$ cat src/rtl/core/fmtsp_pkg.sv
`default_nettype none
package fmtsp_pkg;

  // item kinds
  typedef enum logic [1:0] {
    KIND_TICK  = 2'd0,
    KIND_WRITE = 2'd1,
    KIND_READ  = 2'd2
  } kind_e;

  // port numbers
  typedef enum logic [1:0] {
    PORT_ADDR     = 2'd0,
    PORT_DATA     = 2'd1,
    PORT_EXT_ADDR = 2'd2
  } port_e;

  // chip register numbers (9 bit, extended bank sets bit 8)
  localparam logic [8:0] REG_PRESET_ONE = 9'h002;
  localparam logic [8:0] REG_PRESET_TWO = 9'h003;
  localparam logic [8:0] REG_CONTROL    = 9'h004;

  // control register bits
  localparam int unsigned CTRL_STOP_BIT  = 7;
  localparam int unsigned CTRL_MASK1_BIT = 6;
  localparam int unsigned CTRL_MASK2_BIT = 5;
  localparam int unsigned CTRL_ON2_BIT   = 1;
  localparam int unsigned CTRL_ON1_BIT   = 0;

  // status byte codes
  localparam logic [7:0] STATUS_ANY = 8'h80;
  localparam logic [7:0] STATUS_T1  = 8'h40;
  localparam logic [7:0] STATUS_T2  = 8'h20;
  localparam logic [7:0] STATUS_EXT = 8'hFF;

  // full timer count
  localparam logic [8:0] COUNT_FULL = 9'h100;

  // configuration register indexes and reset values
  localparam logic       CFG_IDX_T1 = 1'b0;
  localparam logic       CFG_IDX_T2 = 1'b1;
  localparam logic [15:0] T1_PERIOD_RST = 16'd80;
  localparam logic [15:0] T2_PERIOD_RST = 16'd320;

  typedef struct packed {
    logic [15:0] t1_period;
    logic [15:0] t2_period;
  } cfg_t;

  typedef struct packed {
    kind_e       kind;
    port_e       port;
    logic [7:0]  value;
    logic [19:0] elapsed_us;
  } item_t;

endpackage
`default_nettype wire

$ cat src/rtl/core/fm_chip_timer_status_port_top.sv
// channel | direction | handshake               | payload
// in      | input     | in_valid_i / in_stall_o | kind_i port_i value_i elapsed_us_i
// out     | output    | out_valid_o / out_stall_i | read_data_o
// cfg     | input     | psel penable pwrite pready | paddr pwdata prdata
//
// one item per cycle unless a read waits on a stalled result: an item is taken into
// the input register, then steps the timer state from that register; a read result
// is then captured in the result register, which drives out_valid_o
// the per-item step is two 9x16 multiplies (one per timer), time-width adds and compares
// reset clears the valid flags and timer state, periods return to 80 and 320 us
// a held result stalls the input only while a read waits in the input register
`default_nettype none
module fm_chip_timer_status_port_top #(
  parameter int unsigned TIME_WIDTH = 64
) (
  input  logic        clk_i,
  input  logic        rst_ni,
  input  logic        in_valid_i,
  output logic        in_stall_o,
  input  logic [1:0]  kind_i,
  input  logic [1:0]  port_i,
  input  logic [7:0]  value_i,
  input  logic [19:0] elapsed_us_i,
  output logic        out_valid_o,
  input  logic        out_stall_i,
  output logic [7:0]  read_data_o,
  input  logic        psel,
  input  logic        penable,
  input  logic        pwrite,
  input  logic [2:0]  paddr,
  input  logic [31:0] pwdata,
  output logic [31:0] prdata,
  output logic        pready
);
  import fmtsp_pkg::*;

  cfg_t       cfg;
  item_t      item_q;
  logic       s1_valid_q;
  logic       out_valid_q;
  logic [7:0] read_data_q;
  logic [7:0] rdata;
  logic       out_free;
  logic       exec;
  logic       in_accept;

  fmtsp_cfg u_cfg (
    .clk_i   (clk_i),
    .rst_ni  (rst_ni),
    .psel    (psel),
    .penable (penable),
    .pwrite  (pwrite),
    .paddr   (paddr),
    .pwdata  (pwdata),
    .prdata  (prdata),
    .pready  (pready),
    .cfg_o   (cfg)
  );

  fmtsp_core #(
    .TIME_WIDTH (TIME_WIDTH)
  ) u_core (
    .clk_i   (clk_i),
    .rst_ni  (rst_ni),
    .exec_i  (exec),
    .item_i  (item_q),
    .cfg_i   (cfg),
    .rdata_o (rdata)
  );

  // flow control: only a read needs the output register
  assign out_free   = !out_valid_q || !out_stall_i;
  assign exec       = s1_valid_q && ((item_q.kind != KIND_READ) || out_free);
  assign in_stall_o = s1_valid_q && !exec;
  assign in_accept  = in_valid_i && !in_stall_o;

  // input register
  always_ff @(posedge clk_i or negedge rst_ni) begin
    if (!rst_ni) begin
      s1_valid_q <= 1'b0;
    end else if (in_accept) begin
      s1_valid_q <= 1'b1;
    end else if (exec) begin
      s1_valid_q <= 1'b0;
    end
  end

  always_ff @(posedge clk_i) begin
    if (in_accept) begin
      item_q.kind       <= kind_e'(kind_i);
      item_q.port       <= port_e'(port_i);
      item_q.value      <= value_i;
      item_q.elapsed_us <= elapsed_us_i;
    end
  end

  // result register
  always_ff @(posedge clk_i or negedge rst_ni) begin
    if (!rst_ni) begin
      out_valid_q <= 1'b0;
    end else if (exec && item_q.kind == KIND_READ) begin
      out_valid_q <= 1'b1;
    end else if (!out_stall_i) begin
      out_valid_q <= 1'b0;
    end
  end

  always_ff @(posedge clk_i) begin
    if (exec && item_q.kind == KIND_READ) begin
      read_data_q <= rdata;
    end
  end

  assign out_valid_o = out_valid_q;
  assign read_data_o = read_data_q;

endmodule
`default_nettype wire

$ cat src/rtl/core/fmtsp_cfg.sv
`default_nettype none
module fmtsp_cfg (
  input  logic              clk_i,
  input  logic              rst_ni,
  input  logic              psel,
  input  logic              penable,
  input  logic              pwrite,
  input  logic [2:0]        paddr,
  input  logic [31:0]       pwdata,
  output logic [31:0]       prdata,
  output logic              pready,
  output fmtsp_pkg::cfg_t   cfg_o
);
  import fmtsp_pkg::*;

  logic [15:0] t1_period_q;
  logic [15:0] t2_period_q;
  logic        wr_en;

  assign pready = 1'b1;
  assign wr_en  = psel && penable && pwrite;

  // period registers
  always_ff @(posedge clk_i or negedge rst_ni) begin
    if (!rst_ni) begin
      t1_period_q <= T1_PERIOD_RST;
      t2_period_q <= T2_PERIOD_RST;
    end else if (wr_en) begin
      case (paddr[2])
        CFG_IDX_T1: t1_period_q <= pwdata[15:0];
        CFG_IDX_T2: t2_period_q <= pwdata[15:0];
        default: ;
      endcase
    end
  end

  // read back
  always_comb begin
    case (paddr[2])
      CFG_IDX_T1: prdata = {16'd0, t1_period_q};
      CFG_IDX_T2: prdata = {16'd0, t2_period_q};
      default:    prdata = 32'd0;
    endcase
  end

  assign cfg_o.t1_period = t1_period_q;
  assign cfg_o.t2_period = t2_period_q;

endmodule
`default_nettype wire

$ cat src/rtl/core/fmtsp_core.sv
`default_nettype none
module fmtsp_core #(
  parameter int unsigned TIME_WIDTH = 64
) (
  input  logic              clk_i,
  input  logic              rst_ni,
  input  logic              exec_i,
  input  fmtsp_pkg::item_t  item_i,
  input  fmtsp_pkg::cfg_t   cfg_i,
  output logic [7:0]        rdata_o
);
  import fmtsp_pkg::*;

  logic [TIME_WIDTH-1:0] run_q, run_d;
  logic [TIME_WIDTH-1:0] dl1_q, dl1_d;
  logic [TIME_WIDTH-1:0] dl2_q, dl2_d;
  logic [8:0]            sel_q, sel_d;
  logic [7:0]            pre1_q, pre1_d;
  logic [7:0]            pre2_q, pre2_d;
  logic                  on1_q, on1_d;
  logic                  on2_q, on2_d;

  logic [7:0]            pre1_src, pre2_src;
  logic [8:0]            cnt1, cnt2;
  logic [24:0]           prod1, prod2;
  logic [TIME_WIDTH-1:0] new_dl1, new_dl2;
  logic                  data_wr;
  logic [7:0]            status;

  // timer state
  always_ff @(posedge clk_i or negedge rst_ni) begin
    if (!rst_ni) begin
      run_q  <= '0;
      dl1_q  <= '0;
      dl2_q  <= '0;
      sel_q  <= '0;
      pre1_q <= '0;
      pre2_q <= '0;
      on1_q  <= 1'b0;
      on2_q  <= 1'b0;
    end else begin
      run_q  <= run_d;
      dl1_q  <= dl1_d;
      dl2_q  <= dl2_d;
      sel_q  <= sel_d;
      pre1_q <= pre1_d;
      pre2_q <= pre2_d;
      on1_q  <= on1_d;
      on2_q  <= on2_d;
    end
  end

  // deadline candidates, a preset write uses the byte being written
  assign data_wr  = exec_i && (item_i.kind == KIND_WRITE) && (item_i.port == PORT_DATA);
  assign pre1_src = (data_wr && sel_q == REG_PRESET_ONE) ? item_i.value : pre1_q;
  assign pre2_src = (data_wr && sel_q == REG_PRESET_TWO) ? item_i.value : pre2_q;
  assign cnt1     = COUNT_FULL - {1'b0, pre1_src};
  assign cnt2     = COUNT_FULL - {1'b0, pre2_src};
  assign prod1    = 25'(cnt1) * 25'(cfg_i.t1_period);
  assign prod2    = 25'(cnt2) * 25'(cfg_i.t2_period);
  assign new_dl1  = run_q + TIME_WIDTH'(prod1);
  assign new_dl2  = run_q + TIME_WIDTH'(prod2);

  // one item step
  always_comb begin
    run_d  = run_q;
    dl1_d  = dl1_q;
    dl2_d  = dl2_q;
    sel_d  = sel_q;
    pre1_d = pre1_q;
    pre2_d = pre2_q;
    on1_d  = on1_q;
    on2_d  = on2_q;
    if (exec_i) begin
      case (item_i.kind)
        KIND_TICK: run_d = run_q + TIME_WIDTH'(item_i.elapsed_us);
        KIND_WRITE: begin
          case (item_i.port)
            PORT_ADDR:     sel_d = {1'b0, item_i.value};
            PORT_EXT_ADDR: sel_d = {1'b1, item_i.value};
            PORT_DATA: begin
              case (sel_q)
                REG_PRESET_ONE: begin
                  pre1_d = item_i.value;
                  if (on1_q) dl1_d = new_dl1;
                end
                REG_PRESET_TWO: begin
                  pre2_d = item_i.value;
                  if (on2_q) dl2_d = new_dl2;
                end
                REG_CONTROL: begin
                  if (item_i.value[CTRL_STOP_BIT]) begin
                    on1_d = 1'b0;
                    on2_d = 1'b0;
                  end else begin
                    if (!item_i.value[CTRL_MASK1_BIT]) begin
                      on1_d = item_i.value[CTRL_ON1_BIT];
                      if (item_i.value[CTRL_ON1_BIT]) dl1_d = new_dl1;
                    end
                    if (!item_i.value[CTRL_MASK2_BIT]) begin
                      on2_d = item_i.value[CTRL_ON2_BIT];
                      if (item_i.value[CTRL_ON2_BIT]) dl2_d = new_dl2;
                    end
                  end
                end
                default: ;
              endcase
            end
            default: ;
          endcase
        end
        default: ;
      endcase
    end
  end

  // status byte from current state
  always_comb begin
    status = 8'd0;
    if (on1_q && (run_q > dl1_q)) status = status | STATUS_ANY | STATUS_T1;
    if (on2_q && (run_q > dl2_q)) status = status | STATUS_ANY | STATUS_T2;
  end

  assign rdata_o = (item_i.port == PORT_EXT_ADDR) ? STATUS_EXT : status;

endmodule
`default_nettype wire

$ cat config.mk
export PLATFORM = sky130hd
export DESIGN_NAME = fm_chip_timer_status_port_top
export DESIGN_NICKNAME = d
export VERILOG_FILES = /design/src/rtl/core/fmtsp_pkg.sv /design/src/rtl/core/fm_chip_timer_status_port_top.sv /design/src/rtl/core/fmtsp_cfg.sv /design/src/rtl/core/fmtsp_core.sv
export SDC_FILE = /design/constraint.sdc
export NUM_CORES = 1
export LEC_CHECK = 0
export ABC_CLOCK_PERIOD_IN_PS = 9700
export BUFFER_PORTS_ARGS = -buffer_cell sky130_fd_sc_hd__buf_4
export CAP_MARGIN = 40
export CORE_ASPECT_RATIO = 0.9
export CORE_UTILIZATION = 30
export DETAILED_ROUTE_END_ITERATION = 8
export GPL_ROUTABILITY_DRIVEN = 0
export PLACE_DENSITY = 0.52
export SLEW_MARGIN = 40
export SYNTH_ARGS = -nofsm -noshare
export SYNTH_HDL_FRONTEND = slang
export SYNTH_SLANG_ARGS = --single-unit
$ cat constraint.sdc
create_clock -name clk_i -period 9.7 [get_ports clk_i]
set_input_delay 0.97 -clock clk_i [delete_from_list [all_inputs] [get_ports clk_i]]
set_output_delay 0.97 -clock clk_i [all_outputs]
set_load 0.05 [all_outputs]
* Yosys cells after proc, flatten, opt, wreduce, memory -nomap -nowiden
Cells that the tools add are included.
** Storage, ports and cells
- Register bits after elaboration :: 293
- Latch bits :: 0
- RAM bits :: 0
- ROM bits :: 0
- Word-level logic and storage cells :: 104
- Memories kept :: 0
** Operators by class
- $add $sub $neg :: 5
- $mul :: 2
- Div/mod/pow operators :: 0
- Magnitude comparators :: 2
- Equality and inequality tests :: 18
- Shifts and indexed selects :: 0
- Multiplexer cells :: 23
- Bitwise logic cells :: 1
- Reduce and logical (&&, ||, !) cells :: 35
** Operators by type and width (number)
- two-way mux 64 bit :: 8
- one-hot mux 64 bit (2 select lines) :: 2
- adder 64 x 25 -> 64 bit :: 2
- greater-than comparator 64 bit :: 2
- adder 64 x 20 -> 64 bit :: 1
- one-hot mux 32 bit (2 select lines) :: 1
- multiplier 9 x 16 -> 25 bit :: 2
- two-way mux 8 bit :: 3
- == test 9 x 2 -> 1 bit (second input constant) :: 2
- one-hot mux 9 bit (2 select lines) :: 1
- subtractor 9 x 8 -> 9 bit (first input constant) :: 2
- AND reduction 8 bit :: 2
- logical AND 1 bit :: 12
- != test 2 bit (second input constant) :: 6
- != test 2 x 1 -> 1 bit (second input constant) :: 5
- AND reduction 5 bit :: 2
- == test 9 x 3 -> 1 bit (second input constant) :: 1
- two-way mux 1 bit :: 8
- AND reduction 4 bit :: 2
- nonzero test 2 bit :: 4
- AND reduction 2 bit :: 3
- == test 2 x 1 -> 1 bit (second input constant) :: 2
- == test 2 bit (second input constant) :: 2
- zero test 1 bit :: 4
- 5 further kinds :: 7

* Depth between registers and ports, before layout
- Depth after elaboration :: 15
- Mapped depth :: 34

* Cells and area by module
A second synthesis with hierarchy kept.
** Second synthesis, totals
- Cells, all modules :: 2987
- Area, all modules :: 28013.1 µm²
** Modules (own cells, without submodules)
- fmtsp_core :: instances 1, cells each 2831, area an instance 25095.3 µm², seq. area each 5480.3 µm²
- fmtsp_cfg :: instances 1, cells each 105, area an instance 1602.8 µm², seq. area each 805.8 µm²
- fm_chip_timer_status_port_top :: instances 1, cells each 51, area an instance 1315.0 µm², seq. area each 1251.2 µm²

* Worst setup path before layout
Ideal clock, no wire load.
- Path kind :: register to register
- Start point :: register u_core.sel_q[8]
- End point :: register u_core.dl1_q[49]
- Arrival :: 8024 ps
- Required time :: 9618 ps
- Slack :: 1594 ps
- Stages on the path, launching flop included :: 32
- Period minus slack after synthesis :: 8106 ps
- Cells stage by stage :: dfrtp_1 -> nor4_2 -> nand4_2 -> nor3b_2 -> buf_4 -> mux2_2 -> buf_1 -> inv_1 -> ha_1 -> o21ai_1 -> or3_4 -> nor3_2 -> buf_2 -> and2_1 -> fa_1 -> fa_1 -> fa_1 -> fa_1 -> inv_1 -> fa_1 -> inv_1 -> ha_1 -> a21o_1 -> a21o_1 -> a221oi_1 -> o31a_1 -> a21oi_1 -> a211oi_2 -> buf_2 -> buf_4 -> o21ai_0 -> a31oi_1
** Between the ends
- Longest elaborated chain between the ends :: 10
- Elaborated cells on any way between the ends :: 18
** Ends and longest elaborated chain
- start: declaration :: RTL line fmtsp_core.sv:17 : logic [8:0] sel_q, sel_d;
- start signal: assignment :: RTL line fmtsp_core.sv:45 : sel_q <= sel_d;
- == test 9 x 2 -> 1 bit :: RTL line fmtsp_core.sv:55, fmtsp_core.sv:82
- logical AND 1 bit :: RTL line fmtsp_core.sv:55 : assign pre1_src = (data_wr && sel_q == REG_PRESET_ONE) ? item_i.value : pre1_q;
- two-way mux 8 bit :: RTL line fmtsp_core.sv:55
- subtractor 9 x 8 -> 9 bit :: RTL line fmtsp_core.sv:57 : assign cnt1 = COUNT_FULL - {1'b0, pre1_src};
- multiplier 9 x 16 -> 25 bit :: RTL line fmtsp_core.sv:59 : assign prod1 = 25'(cnt1) * 25'(cfg_i.t1_period);
- adder 64 x 25 -> 64 bit :: RTL line fmtsp_core.sv:61 : assign new_dl1 = run_q + TIME_WIDTH'(prod1);
- two-way mux 64 bit :: RTL line fmtsp_core.sv:98 : if (item_i.value[CTRL_ON1_BIT]) dl1_d = new_dl1;
- two-way mux 64 bit :: RTL line fmtsp_core.sv:96 : if (!item_i.value[CTRL_MASK1_BIT]) begin
- two-way mux 64 bit :: RTL line fmtsp_core.sv:92 : if (item_i.value[CTRL_STOP_BIT]) begin
- one-hot mux 64 bit (2 select lines) :: RTL line fmtsp_core.sv:82 : case (sel_q)
- end signal: assignment :: RTL line fmtsp_core.sv:43 : dl1_q <= dl1_d;
- end: declaration :: RTL line fmtsp_core.sv:15 : logic [TIME_WIDTH-1:0] dl1_q, dl1_d;
Several ways; a longest one is shown, not always the timed one. The select of a mux whose other input is x is not followed.
A chain may end at the register's enable or synchronous reset.

* Final worst setup path
- Start point :: register u_core.sel_q[8]
- End point :: register u_core.dl2_q[43]
** Between the ends
- Longest elaborated chain between the ends :: 10
- Elaborated cells on any way between the ends :: 18
** Ends and longest elaborated chain
- == test 9 x 2 -> 1 bit :: RTL line fmtsp_core.sv:56, fmtsp_core.sv:82
- logical AND 1 bit :: RTL line fmtsp_core.sv:56 : assign pre2_src = (data_wr && sel_q == REG_PRESET_TWO) ? item_i.value : pre2_q;
- two-way mux 8 bit :: RTL line fmtsp_core.sv:56
- subtractor 9 x 8 -> 9 bit :: RTL line fmtsp_core.sv:58 : assign cnt2 = COUNT_FULL - {1'b0, pre2_src};
- multiplier 9 x 16 -> 25 bit :: RTL line fmtsp_core.sv:60 : assign prod2 = 25'(cnt2) * 25'(cfg_i.t2_period);
- adder 64 x 25 -> 64 bit :: RTL line fmtsp_core.sv:62 : assign new_dl2 = run_q + TIME_WIDTH'(prod2);
- two-way mux 64 bit :: RTL line fmtsp_core.sv:102 : if (item_i.value[CTRL_ON2_BIT]) dl2_d = new_dl2;
- two-way mux 64 bit :: RTL line fmtsp_core.sv:100 : if (!item_i.value[CTRL_MASK2_BIT]) begin
- two-way mux 64 bit :: RTL line fmtsp_core.sv:92
- one-hot mux 64 bit (2 select lines) :: RTL line fmtsp_core.sv:82
- end signal: assignment :: RTL line fmtsp_core.sv:44 : dl2_q <= dl2_d;
- end: declaration :: RTL line fmtsp_core.sv:16 : logic [TIME_WIDTH-1:0] dl2_q, dl2_d;
Several ways; a longest one is shown, not always the timed one. The select of a mux whose other input is x is not followed.

==> flow_metrics.py <==
metrics = {
    "status": {
        "status": "finished clean",
    },
    "clocking": {
        "numCtsBuffers": 38,
        "tritoncts": "yes",
        "cts_resized": 0,
        "hold_buffers": 0,
        "clkSinkCount": 289,
        "h-tree-depth": 2,
        "clk_pin_slew_worst_paths_ps": 60,
        "cts_setup_buffers": 0,
        "clock_tree.root_cell": "clkbuf_16",
        "clk_latency_ps": 570,
        "cts_buffer_depth": 3,
    },
    "pwr": {
        "peakVddDrop_mv": 0.128,
        "power_frac_comb": 0.538,
        "swShare": 0.449,
        "clockPowerShare": 0.214,
        "p_per_area_nw_per_um2": 216,
        "pwr-share-seq": 0.248,
        "intPower_w": 0.00369,
        "p_total_w": 0.00670,
        "total_leakage_power_nw": 14.8,
        "p_switching_w": 0.00301,
    },
    "timing": {
        "period_minus_slack_ps": 8910,
        "min_period_over_period": 0.919,
        "fin_tns_setup_ps": 0,
        "fmax_mhz": 112,
        "drv_slew": 0,
        "setup_viol": 0,
        "worst_pin_slew_ps": 791,
        "hold_viol": 0,
        "fin_skew_ps": 18.0,
        "rsz0062_at_grt": "false",
        "slew-limit-headroom": 0.473,
    },
    "global_routing": {
        "grt_max_degree": 89,
        "gr-total-overflow": 0,
        "grt_pass1_vias": 20500,
        "track_usage": 0.160,
        "antenna_found_initial": 1,
        "grt_first_pass_wirelength_um": 119000,
    },
    "detailed_routing": {
        "drt_iter0_markers": 1246,
        "ant_nets": 0,
        "via_per_inst": 4.81,
        "avgRoutedWirePerCell_um": 17.4,
        "drc": 0,
        "wl_um": 74500,
        "num_vias": 20600,
        "drt_first_pass_iters": 5,
    },
    "floorplan": {
        "design.core.area_um2": 91700,
        "core.rowCount": 105,
        "die_y_um": 292,
        "start_util": 0.305,
        "ios": 117,
        "die-area_um2": 94400,
        "die_w_um": 324,
    },
    "layout": {
        "seqCellArea_um2": 7420,
        "nets": 3617,
        "multi_input_area_um2": 18300,
        "syn2layout_area_growth_pct": 10.9,
        "drive_gt1_frac": 0.0931,
        "nFillCells": 9544,
    },
    "synth": {
        "async_reset_ff_frac": 0.875,
        "synth_edf_count": 36,
        "synthFlopType": "dfrtp_1",
        "ys_ff_latch": 289,
        "synth.avg_cell_area_um2": 9.28,
        "synthTopCellsByArea": "dfrtp_1, fa_1, ha_1, inv_1, edfxtp_1",
        "synth_common_cells": "inv_1, nand2_1, ha_1",
        "ys_types": 90,
        "syn_inst": 3012,
        "synth_area_um2": 28000,
        "synth_seq_area_share": 0.265,
        "ys_warn_count": 0,
        "synth_top_area_share": 0.223,
        "yosysMostFrequentCell": "inv_1",
        "synth_area_leader_cell": "dfrtp_1",
    },
    "critical_path": {
        "crit_path_start_kind": "flop",
        "crit_required_ps": 10180,
        "reg2reg_depth": 25,
        "critPathMaxFanout": 37,
        "endpoint_kind": "flop",
        "cpPeakStageDelay_ps": 660,
        "cp_common_cell": "fa_1",
        "critical_path_class": "flop to flop",
        "slowest_stage": "and3_1",
        "worstPathArrival_ps": 9390,
    },
    "run": {
        "cap_violations": 0,
    },
    "place": {
        "place_hpwl_um": 57000,
        "placement.io_buffers": 81,
    },
    "hold_path": {
        "min_path_type": "input port to asynchronous set/reset pin",
    },
}
routing by layer:
layer,wire [um],track usage,vias up
met5,0,0,-
met4,1370,0.0364,0
met3,3160,0.0186,72
met2,31900,0.237,336
met1,38100,0.247,10200
li1,-,-,10000
path summary, 6_finish.rpt:
kind | start | endpoint | slack (ps)
worst max-delay path | u_core.sel_q[8]$_DFFE_PN0P_ | u_core.dl2_q[43]$_DFFE_PN0P_ | 790
worst min-delay path | rst_ni | u_core.dl2_q[57]$_DFFE_PN0P_ | 430
worst max register to register | u_core.sel_q[8]$_DFFE_PN0P_ | u_core.dl2_q[43]$_DFFE_PN0P_ | 790
worst min register to register | u_core.dl1_q[13]$_DFFE_PN0P_ | u_core.dl1_q[13]$_DFFE_PN0P_ | 480
max in group asynchronous | rst_ni | u_cfg.t2_period_q[4]$_DFFE_PN0P_ | 7530
min in group clk_i | u_core.dl1_q[13]$_DFFE_PN0P_ | u_core.dl1_q[13]$_DFFE_PN0P_ | 480
flip-flops by register name, indices dropped and copies added (netlist names):
name	count
u_core.pre1_q	8
u_core.dl2_q	64
u_cfg.t1_period_q	16
u_core.sel_q	9
u_cfg.t2_period_q	16
u_core.on1_q	1
u_core.on2_q	1
u_core.dl1_q	64
item_q	32
s1_valid_q	1
out_valid_o	1
read_data_o	4
u_core.pre2_q	8
u_core.run_q	64
cell families (layout without fill, tap and decap cells):
logic type               after synthesis  count (layout)  synth area share
adder cells (fa/ha/maj)              509             509             0.293
AND/OR/NAND/NOR                      900             900             0.166
XOR/XNOR                             141             141            0.0444
flip-flops                           289             289             0.265
buffers and inverters                566             601            0.0840
AO/OA/AOI/OAI                        529             529             0.117
multiplexers                          76              76            0.0302
other                                  2              18          0.000269
layout make-up:
| class | count | share of cell area |
|---|---|---|
| Inverter | 413 | 0.0500 |
| Clock buffer | 56 | 0.0348 |
| Tap cell | 1230 | 0.0496 |
| Clock inverter | 12 | 0.00508 |
| Timing Repair Buffer | 120 | 0.0307 |
| Antenna cell | 1 | 0.0000807 |
| Sequential cell | 289 | 0.239 |
| Multi-Input combinational cell | 2172 | 0.591 |
layout by cell type, fill, tap and decap left out, drive strengths merged, types with 53 or more instances in the layout:
cell type,n
buf,120
nor2b,102
or3,54
ha,268
clkbuf,56
and2,85
fa,241
mux2,66
a21o,93
xor2,76
dfrtp,249
nor2,121
xnor2,65
a21oi,102
o21ai,183
nand2,286
nand4,60
a31oi,53
inv,416
worst max-delay path, delay by kind of cell (launching register included):
family | cells | cell delay [ps]
fa+ha+maj | 6 | 2980
simple gates | 8 | 2860
flops | 1 | 380
buf+inv | 4 | 730
compound gates | 6 | 1330
mux | 1 | 490
through the flow:
stage               worst slack [ps]  hold slack [ps]  area (um^2)  std cells  utilization
floorplan                       1590              449        28000       3027            -
global placement                 954              463        29700       4220        0.324
detailed placement               835              472        29700       4223        0.324
CTS                              790              443        31000       4291        0.338
global route                     230              484        31000       4292        0.338
finish                           789              427        31000       4293        0.338
power by group through the flow:
stage / sequential, W / clock, W / combinational, W
4_1_cts: 0.00167 / 0.00147 / 0.00364
3_5_place_dp: 0.00169 / 0 / 0.00362
2_1_floorplan: 0.00147 / 0 / 0.00281
6_report: 0.00167 / 0.00143 / 0.00360
5_1_grt: 0.00169 / 0.00151 / 0.00408
3_3_place_gp: 0.00169 / 0 / 0.00361
(Power assumes the default switching activity.)
